### src/rtl/core/agbkf_pkg.sv
`default_nettype none
// ----------------------------------------------------------------------------
// agbkf_pkg
// shared types and constants of the angle / gyro-bias kalman filter
// ----------------------------------------------------------------------------
package agbkf_pkg;

  localparam int FRAC_BITS_DEF = 24;

  localparam logic [31:0] SAMPLE_PERIOD_RST = 32'd16777;
  localparam logic [31:0] ANGLE_NOISE_RST   = 32'd16777;
  localparam logic [31:0] BIAS_NOISE_RST    = 32'd83886;
  localparam logic [31:0] MEASURE_NOISE_RST = 32'd8388608;

  localparam logic [1:0] REG_SAMPLE_PERIOD = 2'd0;
  localparam logic [1:0] REG_ANGLE_NOISE   = 2'd1;
  localparam logic [1:0] REG_BIAS_NOISE    = 2'd2;
  localparam logic [1:0] REG_MEASURE_NOISE = 2'd3;

  // datapath operations, one per sequencer step
  typedef enum logic [4:0] {
    OP_LOAD,      // latch samples, rc = sat(rate - bias)
    OP_ANG_MUL,   // prod = rc * dt
    OP_ANG_ADD,   // ang = sat(angle + prod)
    OP_D0,        // err = sat(meas - ang), d0 = sat(qa - ab - ba), nbb = sat(-bb)
    OP_P00_MUL,   // prod = d0 * dt
    OP_P00_ADD,   // p00
    OP_NBB_MUL,   // prod = nbb * dt
    OP_P01_ADD,   // p01, p10
    OP_QDT_MUL,   // prod = qg * dt (unsigned)
    OP_P11_ADD,   // p11, den = p00 + r
    OP_DIV0_START,
    OP_DIV0_END,  // k0
    OP_DIV1_START,
    OP_DIV1_END,  // k1
    OP_C_AA_MUL,  // prod = k0 * p00
    OP_C_AA,
    OP_C_AB_MUL,
    OP_C_AB,
    OP_C_BA_MUL,
    OP_C_BA,
    OP_C_BB_MUL,
    OP_C_BB,
    OP_ANG_MUL2,  // prod = k0 * err
    OP_ANG_UPD,
    OP_BIAS_MUL,  // prod = k1 * err
    OP_BIAS_UPD,  // bias, outputs
    OP_COMMIT     // write corrected covariance
  } agbkf_op_t;

  typedef struct packed {
    logic      valid;
    agbkf_op_t op;
  } agbkf_cmd_t;

  typedef struct packed {
    logic div_busy;
  } agbkf_sts_t;

  function automatic logic [31:0] sat32(input logic signed [34:0] v);
    logic [31:0] r;
    if (v > 35'sh7FFFFFFF) r = 32'h7FFFFFFF;
    else if (v < -35'sh80000000) r = 32'h80000000;
    else r = v[31:0];
    return r;
  endfunction

endpackage
`default_nettype wire

### src/rtl/core/agbkf_ctrl.sv
`default_nettype none
// ----------------------------------------------------------------------------
// agbkf_ctrl
// sequencer: steps the datapath through one filter update per request
// ----------------------------------------------------------------------------
module agbkf_ctrl
  import agbkf_pkg::*;
(
  input  wire logic clk,
  input  wire logic rst_n,
  input  wire logic in_fire,
  input  wire logic out_fire,
  input  wire agbkf_sts_t sts,
  output agbkf_cmd_t cmd,
  output logic busy,
  output logic out_valid
);
  typedef enum logic [1:0] {S_IDLE, S_RUN, S_WAIT} state_t;

  state_t    state_r;
  agbkf_op_t op_r;
  logic      ovalid_r;

  always_comb begin
    cmd.valid = 1'b0;
    cmd.op    = op_r;
    if (in_fire) begin
      cmd.valid = 1'b1;
      cmd.op    = OP_LOAD;
    end else if (state_r == S_RUN) begin
      cmd.valid = 1'b1;
    end
  end

  always_ff @(posedge clk) begin
    if (!rst_n) begin
      state_r  <= S_IDLE;
      op_r     <= OP_LOAD;
      ovalid_r <= 1'b0;
    end else begin
      if (out_fire) ovalid_r <= 1'b0;
      unique case (state_r)
        S_IDLE: begin
          if (in_fire) begin
            state_r <= S_RUN;
            op_r    <= OP_ANG_MUL;
          end
        end
        S_RUN: begin
          unique case (op_r)
            OP_DIV0_START, OP_DIV1_START: begin
              state_r <= S_WAIT;
              op_r    <= agbkf_op_t'(op_r + 5'd1);
            end
            OP_COMMIT: state_r <= S_IDLE;
            OP_BIAS_UPD: begin
              ovalid_r <= 1'b1;
              op_r     <= OP_COMMIT;
            end
            default: op_r <= agbkf_op_t'(op_r + 5'd1);
          endcase
        end
        S_WAIT: begin
          if (!sts.div_busy) state_r <= S_RUN;
        end
        default: state_r <= S_IDLE;
      endcase
    end
  end

  // a new request waits until the previous result has been taken
  assign busy      = (state_r != S_IDLE) || ovalid_r;
  assign out_valid = ovalid_r;
endmodule
`default_nettype wire

### config.mk
export PLATFORM = sky130hd
export DESIGN_NAME = agbkf_ctrl
export DESIGN_NICKNAME = d
export VERILOG_FILES = /design/src/rtl/core/agbkf_pkg.sv /design/src/rtl/core/agbkf_ctrl.sv
export SDC_FILE = /design/constraint.sdc
export NUM_CORES = 1
export LEC_CHECK = 0
export BUFFER_PORTS_ARGS = -buffer_cell sky130_fd_sc_hd__buf_2
export CORE_MARGIN = 5
export CORE_UTILIZATION = 38
export DETAILED_ROUTE_END_ITERATION = 6
export MAX_ROUTING_LAYER = met4
export SYNTH_ARGS = -nofsm -noshare
export SYNTH_HDL_FRONTEND = slang
export SYNTH_SLANG_ARGS = --single-unit
### constraint.sdc
create_clock -name clk -period 2.1 [get_ports clk]
set_input_delay 0.42 -clock clk [delete_from_list [all_inputs] [get_ports clk]]
set_output_delay 0.42 -clock clk [all_outputs]
set_load 0.1 [all_outputs]
# Word-level counts from Yosys, hierarchy flattened
# Cells that the tools add are included.
dict set report totals {
  register_bits 8
  latchBits 0
  ramBits 0
  rom_bits 0
  in_bits 5
  output_inout_bits 8
  elab_cells 34
  mem_count 0
}
dict set report op_classes {
  addsub 1
  multipliers 0
  n_div 0
  n_lt_le_gt_ge 0
  eq_ne 10
  n_shift 0
  muxes 13
  bitwise_logic 0
  n_reduce_logical 7
}
# operator count
set ops {}
lappend ops {{one-hot mux 5 bit (2 select lines)} 2}
lappend ops {{== test 5 x 4 -> 1 bit, second input constant} 2}
lappend ops {{== test 5 bit, second input constant} 2}
lappend ops {{two-way mux 5 bit} 2}
lappend ops {{inequality test 2 bit, second input constant} 3}
lappend ops {{one-hot mux 2 bit (3 select lines)} 1}
lappend ops {{AND reduction 3 bit} 2}
lappend ops {{adder 5 x 1 -> 5 bit, second input constant} 1}
lappend ops {{two-way mux 1 bit} 5}
lappend ops {{two-way mux 2 bit} 2}
lappend ops {{one-hot mux 2 bit (2 select lines)} 1}
lappend ops {{nonzero test 2 bit} 2}
lappend ops {{inequality test 3 x 1 -> 1 bit, second input constant} 1}
lappend ops {{== test 2 x 1 -> 1 bit, second input constant} 1}
lappend ops {{== test 2 bit, second input constant} 1}
lappend ops {{zero test 2 bit} 1}
lappend ops {{OR reduction 2 bit} 1}
lappend ops {{logical OR 1 bit} 1}

# Depth between registers and ports, before layout
dict set report logic_depth {
  word_depth 4
  depth_mapped 5
  mapped_depth_nobuf 5
}

# Worst setup path after synthesis
# Ideal clock, no wire load.
dict set report synth_path {
  kind {in2out}
  from {input in_fire}
  to {output cmd[2] in the netlist's numbering}
  t_arrival_ps 1909
  t_required_ps 1680
  slack_ps -229
  cell_stages 2
  n_path_buf 1
  cell_sequence {buf_2 > nor2b_1}
}
# element line
set synth_lines {}
lappend synth_lines {{start, declared} agbkf_ctrl.sv:11} ;# input wire logic in_fire,
lappend synth_lines {{end, declared} agbkf_ctrl.sv:14} ;# output agbkf_cmd_t cmd,

==> summary.txt <==
Setup path
  • Endpoint of the worst-slack reg-to-reg timing path: op_r[3]
  • Setup CP Type: reg2out
  • R2R depth: 5
  • Critical Path Max Stage Delay: 620 ps
  • Crit path DAT: 1550 ps
  • Setup slack of the most critical reg-to-reg path: 700 ps
  • Critical path capture point type: primary output
  • Type of origin of the critical path: register
  • Library cell appearing most often on the critical path: nand2b_1
  • Cell type of the slowest stage on the worst timing path: dfxtp_1
  • Critical Path Fanout Max: 14
  • Ordered cell list for the critical path: nand2b_1 > nand2b_1 > buf_2
  • Cell family with the largest share of critical-path delay: flip-flops
  • Worst path required time: 1680 ps
  • FF-to-FF Start: op_r[0]
  • Worst path bufs/invs: 1

Finish
  • Syn-to-layout area delta: 10.8%
  • Share of post-route cells with drive strength above 1: 0.293
  • Final antenna diode count: 0
  • # nets final: 93
  • Top library cells by usage in the layout, fill and taps aside: buf_2, dfxtp_1, inv_1
  • Post-route design area: 707 sq um
  • Count of filler cells inserted in the layout: 174
  • Most common cell after layout, fill and taps aside: buf_2
  • Final core utilization: 0.459

Yosys
  • Cell type contributing the most total cell area after synthesis: dfxtp_1
  • Mapped Nets: 81
  • Syn Area/Cell: 8.86 sq um
  • Number of synthesized register bits: 8
  • Number of library cell types mapped by synthesis: 34
  • Post-Syn Area: 638 sq um
  • Most area-consuming cells after synthesis: dfxtp_1, ha_1, nand2b_1
  • Sequential fraction of the synthesis area: 0.251
  • Number of warnings reported in the yosys synthesis log: 0
  • Area share of the leading cell type in the synthesized netlist: 0.251
  • Gate Count Post-Synth: 72

Hold path
  • End of the worst hold path: state_r[0]
  • HP Start: sts
  • Count of cells along the worst hold path: 3
  • Type of the worst min-delay path: in2reg

Power and ir drop
  • Power consumption: 0.000404 W
  • Power density over the cells: 572 nW/um^2
  • Peak supply drop: 0.231 mV
  • Leakage power total: 0.334 nW

STA
  • Final min period: 1970 ps
  • Number of setup violations in the final report: 0
  • Final cycle utilization of the critical path: 0.940
  • Number of endpoints with negative hold slack in the final report: 0
  • Transition time at the pin with the least slew margin: 484 ps
  • Setup repair after global routing missed its margin: no
  • Max_slew headroom: 0.677
  • Setup TNS: 0 ps
  • Maximum achievable frequency: 0.506 GHz
  • Hold Worst Slack: 448 ps
  • Final Slew Violations: 0
  • Post-Route Skew: 4.33 ps

GRT
  • Global-route wire length before repair: 2270 microns
  • Maximum number of pins on one net before global-route repair: 15
  • Number of global-route vias before repair: 493
  • GRT Resource Usage Total: 0.118
  • Initial antenna violation count: 0
  • Leftover overflow at the end of global routing: 0

Die
  • Top Ports: 13
  • Placeable core region: 1540 sq um
  • Die Area: 2600 sq um
  • Starting density of the core: 0.414
  • Chip Height: 51.0 microns
  • DIE WIDTH: 51.0 microns
  • Std cell rows: 14

Place
  • Weighted congestion reported at the end of routability-driven placement: 0.763
  • Count of buffers from port buffering: 12
  • Instance area at placement: 684 sq um
  • HPWL after DPL: 1050 microns

Routing
  • DRC marker count from the first detailed-route iteration: 10
  • Vias per std cell: 5.59
  • Total number of vias: 548
  • Routed Antenna Nets: 0
  • Count of TritonRoute iterations in the first routing pass: 4
  • Total routed wirelength: 1390 microns
  • WL/cell: 14.2 microns
  • Post-detailed-route DRC marker count: 0

Clock network
  • Maximum root-to-sink buffer count: 2
  • Post-CTS resize count: 0
  • Master cell of the clock root buffer: clkbuf_4
  • Setup fix buffers added after clock tree synthesis: 0
  • Level count of the clock H-tree: 1
  • Clock tree from TritonCTS: built
  • CTS clock-pin slew for the worst setup and hold paths: 60 ps
  • Hold_buf cts: 0
  • Number of clock sinks seen by CTS: 8
  • Number of CTS-inserted buffers: 3
  • Clock latency reported for the late side of the worst-skew pair: 260 ps

Status
  • Result of the run: completed

Job
  • Max_cap viols: 0
==> registers in the layout, summed over array words and instances (netlist names) <==
register	flops
op_r	5
state_r	2
out_valid	1
==> cell usage after synthesis, drive strengths merged <==
library cell  number
a21oi              3
a311oi             1
a31o               1
a31oi              2
and2               1
and2b              1
and3               1
and3b              1
buf                5
dfxtp              8
ha                 4
inv                7
nand2              1
nand2b             4
nand3              2
nand3b             3
nand4              4
nand4b             2
nor2               4
nor2b              4
o211ai             3
o21ai              1
o21ba              1
o221ai             1
o22a               1
o22ai              1
o31ai              1
or3                3
or3b               1
==> worst max path at each step <==
| stage | to | slack (ps) | startpoint | cells past startpoint |
|---|---|---|---|---|
| 3_5_place_dp | cmd[5] | 420 | state_r[0] | 3 |
| 5_1_grt | cmd[5] | 20 | state_r[0] | 3 |
| 4_1_cts | cmd[5] | 130 | state_r[0] | 3 |
| 6_report | cmd[5] | 130 | state_r[0] | 3 |
| 3_3_place_gp | cmd[5] | 460 | state_r[0] | 3 |
| 2_1_floorplan | cmd[0] | -140 | in_fire | 2 |
==> metal layers <==
metal  wire (microns)  track usage  vias to the layer above
met1              691        0.146                      252
li1                 -            -                      283
met3               74       0.0610                        2
met2              617        0.171                       11
met4                5       0.0255                        0
met5                0            -                        -
==> cell type report <==
type                    instances  area, sq um  share of cell area
repair buffers                 12         60.1              0.0850
inverters                       7         26.3              0.0372
well taps                      16         20.0              0.0283
multi-input cells              52          418               0.591
flip-flops and latches          8          160               0.227
clock buffers                   3         22.5              0.0319
==> logic make-up (layout without fill, tap and decap cells) <==
family	after synthesis	in the layout	share of synthesized area
AO/OA/AOI/OAI	16	16	0.214
adder cells (fa/ha/maj)	4	4	0.0784
buffers and inverters	12	22	0.100
flip-flops	8	8	0.251
AND/OR/NAND/NOR	32	32	0.357
==> worst register-to-register path, cell delays in order (launching register included) <==
cell      delay, ps
dfxtp_1         360
inv_1           140
ha_1            240
nand4b_4        190
o22a_4          280
o211ai_2        130
==> where the power goes <==
part	switching [W]	internal, W	total [W]
Clock	0.0000576	0.0000658	0.000123
Sequential	0.0000132	0.000158	0.000171
Combinational	0.0000782	0.0000314	0.000110
Total	0.000149	0.000255	0.000404
==> per-stage QoR <==
step / cells / setup WS (ps)
6_report: 98 / 125
5_1_grt: 98 / 18.5
4_1_cts: 98 / 132
3_5_place_dp: 95 / 419
3_3_place_gp: 95 / 464
2_1_floorplan: 72 / -142
No activity file was read; power rests on OpenSTA's default activity.
